**config.mk**
```make
export PLATFORM = sky130hd
export DESIGN_NAME = pgfb_queue
export DESIGN_NICKNAME = d
export VERILOG_FILES = /design/src/hw/rtl/pgfb_pkg.sv /design/src/hw/rtl/pgfb_queue.sv
export SDC_FILE = /design/constraint.sdc
export NUM_CORES = 1
export LEC_CHECK = 0
export CELL_PAD_IN_SITES_DETAIL_PLACEMENT = 0
export CELL_PAD_IN_SITES_GLOBAL_PLACEMENT = 1
export CORE_MARGIN = 3
export CORE_UTILIZATION = 35
export DETAILED_ROUTE_END_ITERATION = 16
export DONT_BUFFER_PORTS = 1
export GPL_ROUTABILITY_DRIVEN = 0
export GPL_TIMING_DRIVEN = 0
export HOLD_SLACK_MARGIN = 0.06
export PLACE_DENSITY_LB_ADDON = 0.1
export RECOVER_POWER = 25
export REMOVE_ABC_BUFFERS = 1
export SLEW_MARGIN = 20
export SYNTH_ARGS = -nofsm -noshare
export SYNTH_HDL_FRONTEND = slang
export SYNTH_SLANG_ARGS = --single-unit
export TNS_END_PERCENT = 100
```
**constraint.sdc**
```tcl
create_clock -name clk -period 6.7 [get_ports clk]
set_input_delay 0.335 -clock clk [delete_from_list [all_inputs] [get_ports clk]]
set_output_delay 0.335 -clock clk [all_outputs]
set_load 0.005 [all_outputs]
```
**src/hw/rtl/pgfb_pkg.sv**
```systemverilog
// Shared constants, types and helpers of the page frame buffer glyph plotter.
`timescale 1ns / 1ps

package pgfb_pkg;

    localparam int VIEW_WIDTH  = 72;
    localparam int VIEW_HEIGHT = 40;
    localparam int PAGE_COUNT  = 5;
    localparam int ROW_STRIDE  = 128;
    localparam int STORE_BYTES = PAGE_COUNT * ROW_STRIDE;
    localparam int ADDR_W      = (STORE_BYTES > 1) ? $clog2(STORE_BYTES) : 1;
    localparam int PAGE_W      = (PAGE_COUNT > 1) ? $clog2(PAGE_COUNT) : 1;

    // A glyph column spans at most eight rows of at most seven pixels each.
    localparam int MAX_ROWS    = 8;
    localparam int MAX_SCALE   = 7;
    localparam int PATTERN_W   = MAX_ROWS * MAX_SCALE;
    localparam int PIDX_W      = $clog2(PATTERN_W);

    localparam int QUEUE_DEPTH = 2;
    localparam int QPTR_W      = (QUEUE_DEPTH > 1) ? $clog2(QUEUE_DEPTH) : 1;
    localparam int QCNT_W      = $clog2(QUEUE_DEPTH + 1);

    localparam logic [3:0] HEIGHT_RESET = 4'd8;
    localparam logic [2:0] SCALE_RESET  = 3'd1;

    typedef enum logic [2:0] {
        FN_CLEAR = 3'd0,
        FN_SET   = 3'd1,
        FN_UNSET = 3'd2,
        FN_GLYPH = 3'd3,
        FN_READ  = 3'd4
    } func_t;

    typedef enum logic [1:0] {
        CFG_HEIGHT = 2'd0,
        CFG_SCALE  = 2'd1
    } cfg_idx_t;

    typedef enum logic [2:0] {
        OP_CLEAR,
        OP_SET,
        OP_UNSET,
        OP_GLYPH,
        OP_READ
    } op_t;

    typedef enum logic [2:0] {
        BK_INIT,
        BK_IDLE,
        BK_SWEEP,
        BK_PIX_WRITE,
        BK_READ_OUT,
        BK_SCAN
    } back_state_t;

    // One classified command as it travels from the front end to the back end.
    typedef struct packed {
        op_t                  op;
        logic [ADDR_W-1:0]    addr;
        logic [7:0]           mask;
        logic                 in_store;
        logic [7:0]           cx;
        logic [7:0]           y0;
        logic [PATTERN_W-1:0] pattern;
        logic [2:0]           scale;
    } cmd_t;

    typedef struct packed {
        logic empty;
        logic full;
    } queue_stat_t;

    function automatic logic [ADDR_W-1:0] store_addr(input logic [4:0] page,
                                                     input logic [7:0] col);
        store_addr = ADDR_W'(int'(page) * ROW_STRIDE + int'(col));
    endfunction

endpackage

```
**src/hw/rtl/pgfb_queue.sv**
```systemverilog
// Short command queue between the front end and the back end.
`timescale 1ns / 1ps

module pgfb_queue (
    input  logic                  clk,
    input  logic                  rst_n,
    input  logic                  push,
    input  pgfb_pkg::cmd_t        push_cmd,
    input  logic                  pop,
    output pgfb_pkg::cmd_t        head,
    output pgfb_pkg::queue_stat_t stat
);

    pgfb_pkg::cmd_t              entries [pgfb_pkg::QUEUE_DEPTH];
    logic [pgfb_pkg::QPTR_W-1:0] wr_ptr_reg;
    logic [pgfb_pkg::QPTR_W-1:0] wr_ptr_next;
    logic [pgfb_pkg::QPTR_W-1:0] rd_ptr_reg;
    logic [pgfb_pkg::QPTR_W-1:0] rd_ptr_next;
    logic [pgfb_pkg::QCNT_W-1:0] count_reg;
    logic [pgfb_pkg::QCNT_W-1:0] count_next;

    always_comb
    begin
        wr_ptr_next = wr_ptr_reg;
        rd_ptr_next = rd_ptr_reg;
        count_next  = count_reg;
        if (push)
        begin
            wr_ptr_next = (wr_ptr_reg == pgfb_pkg::QPTR_W'(pgfb_pkg::QUEUE_DEPTH - 1))
                          ? '0 : wr_ptr_reg + 1'b1;
        end
        if (pop)
        begin
            rd_ptr_next = (rd_ptr_reg == pgfb_pkg::QPTR_W'(pgfb_pkg::QUEUE_DEPTH - 1))
                          ? '0 : rd_ptr_reg + 1'b1;
        end
        if (push && !pop)
        begin
            count_next = count_reg + 1'b1;
        end
        else if (pop && !push)
        begin
            count_next = count_reg - 1'b1;
        end
    end

    always_ff @(posedge clk or negedge rst_n)
    begin
        if (!rst_n)
        begin
            wr_ptr_reg <= '0;
            rd_ptr_reg <= '0;
            count_reg  <= '0;
        end
        else
        begin
            wr_ptr_reg <= wr_ptr_next;
            rd_ptr_reg <= rd_ptr_next;
            count_reg  <= count_next;
        end
    end

    always_ff @(posedge clk)
    begin
        if (push)
        begin
            entries[wr_ptr_reg] <= push_cmd;
        end
    end

    assign head       = entries[rd_ptr_reg];
    assign stat.empty = (count_reg == '0);
    assign stat.full  = (count_reg == pgfb_pkg::QCNT_W'(pgfb_pkg::QUEUE_DEPTH));

endmodule

```
==> impl_metrics.csv <==
group,metric,value,unit
layout,syn_to_final_growth,27.82,%
layout,n_antenna_cell,0,
synthesis,ys_top_cells_by_count,"194 x edfxtp_1, 77 x mux2_2, 20 x mux2_4",
outcome,run_status,"completed",
floorplanning,die_w,150.0,um
global_route,grt_pass1_wl,19500,um
synthesis,synthTopCellsByArea,"edfxtp_1 80%, mux2_2 12%, mux2_4 4.1%",
job,cap_violations,0,
synthesis,yosysTopAreaCell,"edfxtp_1",
critical_path,worst_ep_arrival_time,1840,ps
timing,grt_setup_unrepaired,"false",
timing,tightest_slew,475.8,ps
global_route,grt_max_degree,45,
synthesis,yosysSeqAreaShare,81.63,%
floorplanning,initial_core_util,35.76,%
layout,fin_nets,536,
synthesis,postSynth.asyncResetShare,2.020,%
synthesis,netlist_area,0.007259,mm2
global_route,track_usage,11.62,%
placed_design,numPortBuffers,0,
synthesis,synth_edf_count,194,
synthesis,ys.flop_type,"edfxtp_1",
timing,finalCritPeriodShare,32.40,%
pwr,switching_power,956.3,uW
clock_tree,clk_latency,420,ps
critical_path,worstPathCellList,"buf_16, mux2_2",
global_route,grt_overflow,0,
timing,fmax,460.6,MHz
clock_tree,clockRootBuffer,"clkbuf_16",
layout,final_util,45.71,%
pwr,ir_drop,0.0001886,V
timing,maxSlewHeadroom,68.21,%
critical_path,path_max_fanout,44,
route,drt_wl_total,13020,um
clock_tree,ctsResizeCount,0,
floorplanning,die_height,150.0,um
synthesis,ys_warn_count,0,
route,ant_nets,0,
route,vias,3251,
pwr,p_int,2584,uW
critical_path,crit_type,"reg2out",
critical_path,critical_path.max_stage_delay,670,ps
floorplanning,die-area,0.02251,mm2
clock_tree,cts.sinks,198,
timing,slew_violations,0,
timing,setup_viol,0,
route,vias_per_cell,4.534,
floorplanning,core_area,0.02030,mm2
placed_design,hpwl,8476,um
clock_tree,h-tree-depth,4,
route,first_pass_iters,4,
layout,multi_input_area,0.001260,mm2
pwr,combPwrFrac,24.1,%
min_path,hold_class,"in2reg",
synthesis,avgSynthCellArea,22.83,um2
synthesis,ys_seq_elements,198,
pwr,p_sw_share,27.01,%
critical_path,cp-end-kind,"output port",
floorplanning,fp-row-count,52,
timing,fin_skew,14.91,ps
floorplanning,io_pins,200,
global_route,grt_pass1_vias,3437,
synthesis,synth_cells,318,
timing,finalCriticalPeriod,2171,ps
pwr,leakage,0.003159,uW
pwr,pwr-share-seq,48.7,%
pwr,p_per_area,381.6,mW/mm2
timing,hold_viol_final,0,
layout,fill_cells,1771,
global_route,antenna_found_initial,0,
route,drt_iter0_markers,102,
synthesis,ys_types,13,
timing,setup_tns,0,ps
route,wl_per_cell,18.16,um
clock_tree,path_clk_slew,70,ps
clock_tree,clock_path_buffers,2,
synthesis,yosysMostFrequentCell,"edfxtp_1",
critical_path,required,6360,ps
route,drc,0,
synthesis,yosysTopAreaCellShare,80.25,%
placed_design,place_inst,585,
layout,layoutNonFillerInstCount,717,
critical_path,cpMaxStageDelayCell,"dfrtp_4",
clock_tree,cts_tree,"yes",
critical_path,startpoint_type,"register",
clock_tree,numCtsBuffers,17,
layout,layout.area.seq,0.005929,mm2
layout,largest_reg_flops,194,
pwr,power_frac_clock,27.2,%
layout,drive_gt1_share,30.87,%
power groups by stage:
stage          clock network [uW]  logic (uW)  registers, uW
5_1_grt                      1060         925           1750
3_3_place_gp                    0         724           1910
6_report                      965         853           1720
3_5_place_dp                    0         828           1760
4_1_cts                      1010         888           1730
2_1_floorplan                   0         548           1820
logic make-up after synthesis:
group,count (synthesis),share of synthesized area (%)
flops,198,81.63
mux,97,16.08
buf+inv,12,1.155
xor+xnor,5,0.6032
simple gates,5,0.3620
fa+ha+maj,1,0.1723
through the flow:
stage	worst slack (ps)	hold WS [ps]	total power (uW)	cell area (um2)
after global placement	-1445	39.71	2629	7517
final	4529	162.0	3540	9279
after global routing	4410	181.0	3734	9279
after detailed placement	4926	39.72	2585	7706
after floorplan	1438	39.41	2373	7179
after CTS	4462	141.7	3623	9279
timing repair:
action,4_1_cts,5_1_grt
hold buffers,100,0
buffers inserted,0,0
setup endpoints to repair,0,0
hold endpoints to repair,200,0
critical path: cells and delay by family (launching register included):
kind     cells  cell delay [ps]
flops        1              670
buf+inv      1              310
mux          1              420
cell usage in the layout, fill, tap and decap left out, drive strengths merged:
| cell type | netlist | layout |
|---|---|---|
| buf | 11 | 8 |
| xor2 | 4 | 4 |
| and2 | 1 | 1 |
| nor2 | 2 | 2 |
| inv | 1 | 5 |
| ha | 1 | 1 |
| dfrtp | 4 | 4 |
| nor2b | 2 | 2 |
| clkinvlp | 0 | 1 |
| clkinv | 0 | 9 |
| edfxtp | 194 | 194 |
| xnor2 | 1 | 1 |
| dlygate4sd3 | 0 | 100 |
| mux2 | 97 | 97 |
| bufinv | 0 | 1 |
| clkbuf | 0 | 17 |
final timing paths:
check                                      endpoint  slack, ps  cells after the start                      from
max                                        head[42]       4530                      2    rd_ptr_reg$_DFFE_PN0P_
min                        count_reg[0]$_DFFE_PN0P_        160                      2                      push
max reg2reg                entries[0][57]$_DFFE_PP_       5130                      3    wr_ptr_reg$_DFFE_PN0P_
min reg2reg                count_reg[1]$_DFFE_PN0P_        490                      1  count_reg[1]$_DFFE_PN0P_
max in group asynchronous    rd_ptr_reg$_DFFE_PN0P_       6310                      1                     rst_n
min in group asynchronous    rd_ptr_reg$_DFFE_PN0P_        190                      1                     rst_n
area by class of cell:
cell class	count	share of cell area, %
timing repair buffer	108	12.68
multi-input combinational	108	13.58
sequential	198	63.90
clock buffer	17	4.585
tap	270	3.641
inverter	1	0.04045
clock inverter	15	1.578
metal layers:
layer  vias up  wire, um  GRT usage, %
met5         -         0             0
met2       119      6603         18.97
li1       1490         -             -
met1      1632      5220         13.71
met4         0       170         4.529
met3        10      1023         4.815
(Power assumes the default switching activity.)
