<file path="src/hw/rtl/pgfb_pkg.sv">
// Shared constants, types and helpers of the page frame buffer glyph plotter.
`timescale 1ns / 1ps

package pgfb_pkg;

    localparam int VIEW_WIDTH  = 72;
    localparam int VIEW_HEIGHT = 40;
    localparam int PAGE_COUNT  = 5;
    localparam int ROW_STRIDE  = 128;
    localparam int STORE_BYTES = PAGE_COUNT * ROW_STRIDE;
    localparam int ADDR_W      = (STORE_BYTES > 1) ? $clog2(STORE_BYTES) : 1;
    localparam int PAGE_W      = (PAGE_COUNT > 1) ? $clog2(PAGE_COUNT) : 1;

    // A glyph column spans at most eight rows of at most seven pixels each.
    localparam int MAX_ROWS    = 8;
    localparam int MAX_SCALE   = 7;
    localparam int PATTERN_W   = MAX_ROWS * MAX_SCALE;
    localparam int PIDX_W      = $clog2(PATTERN_W);

    localparam int QUEUE_DEPTH = 2;
    localparam int QPTR_W      = (QUEUE_DEPTH > 1) ? $clog2(QUEUE_DEPTH) : 1;
    localparam int QCNT_W      = $clog2(QUEUE_DEPTH + 1);

    localparam logic [3:0] HEIGHT_RESET = 4'd8;
    localparam logic [2:0] SCALE_RESET  = 3'd1;

    typedef enum logic [2:0] {
        FN_CLEAR = 3'd0,
        FN_SET   = 3'd1,
        FN_UNSET = 3'd2,
        FN_GLYPH = 3'd3,
        FN_READ  = 3'd4
    } func_t;

    typedef enum logic [1:0] {
        CFG_HEIGHT = 2'd0,
        CFG_SCALE  = 2'd1
    } cfg_idx_t;

    typedef enum logic [2:0] {
        OP_CLEAR,
        OP_SET,
        OP_UNSET,
        OP_GLYPH,
        OP_READ
    } op_t;

    typedef enum logic [2:0] {
        BK_INIT,
        BK_IDLE,
        BK_SWEEP,
        BK_PIX_WRITE,
        BK_READ_OUT,
        BK_SCAN
    } back_state_t;

    // One classified command as it travels from the front end to the back end.
    typedef struct packed {
        op_t                  op;
        logic [ADDR_W-1:0]    addr;
        logic [7:0]           mask;
        logic                 in_store;
        logic [7:0]           cx;
        logic [7:0]           y0;
        logic [PATTERN_W-1:0] pattern;
        logic [2:0]           scale;
    } cmd_t;

    typedef struct packed {
        logic empty;
        logic full;
    } queue_stat_t;

    function automatic logic [ADDR_W-1:0] store_addr(input logic [4:0] page,
                                                     input logic [7:0] col);
        store_addr = ADDR_W'(int'(page) * ROW_STRIDE + int'(col));
    endfunction

endpackage

</file>
<file path="src/hw/rtl/pgfb_front.sv">
// Front end: configuration registers and command classification.
`timescale 1ns / 1ps

module pgfb_front (
    input  logic                clk,
    input  logic                rst_n,
    input  logic                accept,
    input  logic [2:0]          func,
    input  logic [7:0]          x_pos,
    input  logic [7:0]          y_pos,
    input  logic [3:0]          glyph_col_index,
    input  logic [7:0]          column_bits,
    input  logic                cfg_valid,
    output logic                cfg_ready,
    input  logic [1:0]          cfg_index,
    input  logic [3:0]          cfg_data,
    output logic                push,
    output pgfb_pkg::cmd_t      cmd
);

    logic [3:0]                     height_reg;
    logic [3:0]                     height_next;
    logic [2:0]                     scale_reg;
    logic [2:0]                     scale_next;
    logic [4:0]                     page;
    logic                           in_store;
    logic                           pixel_ok;
    logic [3:0]                     rows;
    logic [5:0]                     row_lo [pgfb_pkg::MAX_ROWS];
    logic [5:0]                     row_hi [pgfb_pkg::MAX_ROWS];
    logic [pgfb_pkg::PATTERN_W-1:0] pattern;
    logic                           keep;

    assign cfg_ready = 1'b1;

    always_comb
    begin
        height_next = height_reg;
        scale_next  = scale_reg;
        if (cfg_valid)
        begin
            case (cfg_index)
                pgfb_pkg::CFG_HEIGHT: height_next = cfg_data;
                pgfb_pkg::CFG_SCALE:  scale_next  = cfg_data[2:0];
                default:              ;
            endcase
        end
    end

    always_ff @(posedge clk or negedge rst_n)
    begin
        if (!rst_n)
        begin
            height_reg <= pgfb_pkg::HEIGHT_RESET;
            scale_reg  <= pgfb_pkg::SCALE_RESET;
        end
        else
        begin
            height_reg <= height_next;
            scale_reg  <= scale_next;
        end
    end

    // The vertical pattern marks every pixel offset below the glyph origin that
    // a lit glyph row covers once it is stretched by the scale.
    always_comb
    begin
        rows = (height_reg > 4'd8) ? 4'd8 : height_reg;
        for (int r = 0; r < pgfb_pkg::MAX_ROWS; r++)
        begin
            row_lo[r] = 6'(r) * 6'(scale_reg);
            row_hi[r] = row_lo[r] + 6'(scale_reg);
        end
        for (int k = 0; k < pgfb_pkg::PATTERN_W; k++)
        begin
            pattern[k] = 1'b0;
            for (int r = 0; r < pgfb_pkg::MAX_ROWS; r++)
            begin
                if (column_bits[r] && (4'(r) < rows) && (6'(k) >= row_lo[r])
                    && (6'(k) < row_hi[r]))
                begin
                    pattern[k] = 1'b1;
                end
            end
        end
    end

    always_comb
    begin
        page     = y_pos[7:3];
        in_store = (int'(page) < pgfb_pkg::PAGE_COUNT)
                   && (int'(x_pos) < pgfb_pkg::ROW_STRIDE);
        pixel_ok = in_store && (int'(x_pos) < pgfb_pkg::VIEW_WIDTH)
                   && (int'(y_pos) < pgfb_pkg::VIEW_HEIGHT);

        cmd.op       = pgfb_pkg::OP_CLEAR;
        cmd.addr     = pgfb_pkg::store_addr(page, x_pos);
        cmd.mask     = 8'(8'd1 << y_pos[2:0]);
        cmd.in_store = in_store;
        cmd.cx       = x_pos + 8'(8'(glyph_col_index) * 8'(scale_reg));
        cmd.y0       = y_pos;
        cmd.pattern  = pattern;
        cmd.scale    = scale_reg;

        keep = 1'b0;
        case (func)
            pgfb_pkg::FN_CLEAR:
            begin
                cmd.op = pgfb_pkg::OP_CLEAR;
                keep   = 1'b1;
            end
            pgfb_pkg::FN_SET:
            begin
                cmd.op = pgfb_pkg::OP_SET;
                keep   = pixel_ok;
            end
            pgfb_pkg::FN_UNSET:
            begin
                cmd.op = pgfb_pkg::OP_UNSET;
                keep   = pixel_ok;
            end
            pgfb_pkg::FN_GLYPH:
            begin
                cmd.op = pgfb_pkg::OP_GLYPH;
                keep   = (scale_reg != 3'd0) && (pattern != '0);
            end
            pgfb_pkg::FN_READ:
            begin
                cmd.op = pgfb_pkg::OP_READ;
                keep   = 1'b1;
            end
            default: keep = 1'b0;
        endcase
    end

    assign push = accept && keep;

endmodule

</file>
<file path="config.mk">
export PLATFORM = sky130hd
export DESIGN_NAME = pgfb_front
export DESIGN_NICKNAME = d
export VERILOG_FILES = /design/src/hw/rtl/pgfb_pkg.sv /design/src/hw/rtl/pgfb_front.sv
export SDC_FILE = /design/constraint.sdc
export NUM_CORES = 1
export LEC_CHECK = 0
export ABC_CLOCK_PERIOD_IN_PS = 8150
export CAP_MARGIN = 0
export CORE_MARGIN = 2
export CORE_UTILIZATION = 33
export CTS_CLUSTER_SIZE = 14
export DETAILED_ROUTE_END_ITERATION = 10
export DONT_BUFFER_PORTS = 1
export SKIP_LAST_GASP = 1
export SLEW_MARGIN = 20
export SYNTH_ARGS = -nofsm -noshare
export SYNTH_HDL_FRONTEND = slang
export SYNTH_SLANG_ARGS = --single-unit
export TNS_END_PERCENT = 5
</file>
<file path="constraint.sdc">
create_clock -name clk -period 8.15 [get_ports clk]
set_input_delay 1.63 -clock clk [delete_from_list [all_inputs] [get_ports clk]]
set_output_delay 1.63 -clock clk [all_outputs]
set_load 0.01 [all_outputs]
</file>
==> flow_metrics.py <==
metrics = {
    "sta": {
        "tightest_slew_ns": 1.08,
        "hold_violations": 0,
        "finalClockSkew_ns": 0,
        "finalSetupViolCount": 0,
        "rsz0062_at_grt": "false",
        "worst_slew_margin_rel_pct": 27.6,
        "setup_tns_ns": 0,
        "setup_ws_ns": 0.438,
        "layout_min_cycle_time_ns": 7.71,
        "fin_crit_sh_pct": 94.6,
        "maxSlewViolCount": 0,
        "timing.fmax_mhz": 130,
    },
    "yosys": {
        "ys_ff_latch": 7,
        "synth_compound_area_share_pct": 38.9,
        "synth-edff-count": 0,
        "synth_area_per_cell_um2": 6.57,
        "synth_warnings": 0,
        "synth_mux_area_share_pct": 2.28,
        "synth-simple-area-share_pct": 32.5,
        "synth_ff_type": "dfrtp_1",
        "synth_xor_xnor_area_share_pct": 4.93,
        "yosysUniqueCellTypes": 95,
        "syn_nets": 1182,
        "synth_top_family_by_area": "compound AO/OA/AOI/OAI gates",
        "syn_area_um2": 7180,
        "synth_adder_area_share_pct": 9.94,
        "ys_seq_area_share_pct": 2.48,
        "syn_inst": 1092,
        "synthArstFlopShare_pct": 100,
    },
    "worst_setup_path": {
        "worst-path-max-fanout": 20,
        "crit_type": "register to output port",
        "path_cells": "inv_1 > ha_1 > fa_1 > inv_1 > a2111oi_4 > a21oi_1 > o221a_1 > or4_1 > nor4b_1 > and4_1 > and4_1 > a21oi_1",
        "critPathMaxStageDelay_ns": 1.00,
        "cp_data_arrival_time_ns": 6.08,
        "cp_slowest_cell": "fa_1",
        "required_ns": 6.52,
        "start_kind": "register",
        "cp-end-kind": "output port",
    },
    "power_and_ir_drop": {
        "irDropWorstVdd_uv": 197,
        "p_per_area_nw_per_um2": 404,
        "p_leak_nw": 2.79,
        "power_mw": 3.01,
    },
    "floorplanning": {
        "die_h_um": 151,
        "die_width_um": 151,
        "initial_core_util_pct": 33.9,
        "rows": 53,
        "fp.coreArea_um2": 21200,
        "die_area_um2": 22900,
        "io_pins": 140,
    },
    "grt": {
        "grt-ovfl-total": 0,
        "grt_max_degree": 42,
        "grtUsageTotal_pct": 38.3,
        "grt_pass1_vias": 9087,
        "grt_pass1_wl_mm": 64.0,
        "antenna_found_initial": 0,
    },
    "job": {
        "drv_cap": 0,
    },
    "cells_and_area": {
        "num-fill-cells": 2344,
        "syn2layout_area_growth_pct": 3.85,
        "largest_register_ffs": 4,
        "utilization_pct": 35.2,
        "drive_above_1_share_pct": 9.50,
        "diodes": 0,
        "layout_commonest_cell": "nand2_1",
        "final_area_um2": 7450,
        "final_cell_mix": "nand2_1 (104), a21oi_1 (85), nor2_1 (84)",
        "finalNetCount": 1123,
    },
    "place": {
        "pre_cts_ws_ns": 0.931,
        "place_area_um2": 7370,
        "portBuffers": 0,
        "hpwl_mm": 35.0,
        "gp_congestion": 1.13,
    },
    "clocking": {
        "clkLatencyLatePin_ns": 0.23,
        "cts_buffers": 3,
        "clockBufferDepth": 2,
        "postCtsSetupBuffers": 0,
        "cts_tree": "yes",
        "hold_buffers": 0,
        "clk_pin_slew_ns": 0.04,
        "cts_root_buffer": "clkbuf_16",
        "htreeDepth": 1,
        "cts-resized-gates": 0,
        "clkSinkCount": 7,
    },
    "routing": {
        "vias": 10038,
        "wirelength_mm": 45.2,
        "drt_iter0_drc": 2053,
        "avgRoutedWirePerCell_um": 34.6,
        "drtAntennaViolNets": 0,
        "firstDrtPassIters": 7,
        "routed_via_density": 7.68,
        "drc_errors": 0,
    },
    "hold_path": {
        "hp-class": "register to register",
    },
    "outcome": {
        "status": "completed",
    },
}
critical path: cells and delay by family, from the launching register on:
family	cells	cell delay (ns)
adder cells (fa/ha/maj)	2	1.39
AND/OR/NAND/NOR	4	1.86
buffers and inverters	2	0.85
flip-flops	1	0.55
AO/OA/AOI/OAI	4	1.18
power breakdown:
group / internal, mW / switching (mW) / leakage, nW
Combinational: 0.783 / 2.07 / 2.67
Sequential: 0.0435 / 0.0263 / 0.0781
Clock: 0.0644 / 0.0197 / 0.0409
Total: 0.891 / 2.12 / 2.79
routing by layer:
layer	routed length [um]	GRT usage [%]	share of wire, %	up-vias
li1	-	-	-	4056
met5	0	0	0	-
met4	4080	24.7	9.0	0
met1	16100	49.2	36	4696
met3	6780	11.2	15	241
met2	18200	55.7	40	1045
cell usage after synthesis, types with 18 or more instances:
cell	instances	area, um2
inv_1	31	116
xnor2_1	20	175
ha_1	37	463
buf_4	20	150
clkbuf_1	66	248
nand3_1	55	275
buf_2	18	90.1
nor2_1	84	315
nand2_1	104	390
a31oi_1	24	150
nand4_1	21	131
a21oi_1	85	425
a211oi_1	18	135
o21ai_0	58	290
nor3_1	40	200
o211ai_1	28	210
through the flow:
| stage | instances | hold WS (ns) |
|---|---|---|
| final | 1307 | 0.669 |
| after global routing | 1307 | 0.665 |
| after global placement | 1303 | 0.640 |
| after floorplan | 1092 | 0.587 |
| after CTS | 1307 | 0.657 |
| after detailed placement | 1303 | 0.649 |
logic make-up after synthesis:
logic type | count (synthesis)
other | 1
buffers and inverters | 145
adder cells (fa/ha/maj) | 50
multiplexers | 15
XOR/XNOR | 32
AND/OR/NAND/NOR | 450
AO/OA/AOI/OAI | 392
flip-flops | 7
path summary, 6_finish.rpt:
path | to | from | cells after the start | slack [ns]
setup / recovery | push | scale_reg[2] | 12 | 0.44
hold / removal | scale_reg[1] | scale_reg[1] | 1 | 0.67
setup reg to reg | scale_reg[2] | scale_reg[2] | 2 | 6.69
hold reg to reg | scale_reg[1] | scale_reg[1] | 1 | 0.67
max in group asynchronous | scale_reg[0] | rst_n | 0 | 6.89
min in group asynchronous | height_reg[0] | rst_n | 0 | 1.09
area by class of cell:
cell class / count / area (um2) / area share (%)
multi-input cells: 940 / 6370 / 85.5
repair buffers: 46 / 345 / 4.63
well taps: 275 / 344 / 4.62
flip-flops and latches: 7 / 180 / 2.42
inverters: 35 / 131 / 1.76
clock buffers: 3 / 75.1 / 1.01
clock inverters: 1 / 5.00 / 0.0671
No activity file was read; power rests on OpenSTA's default activity.
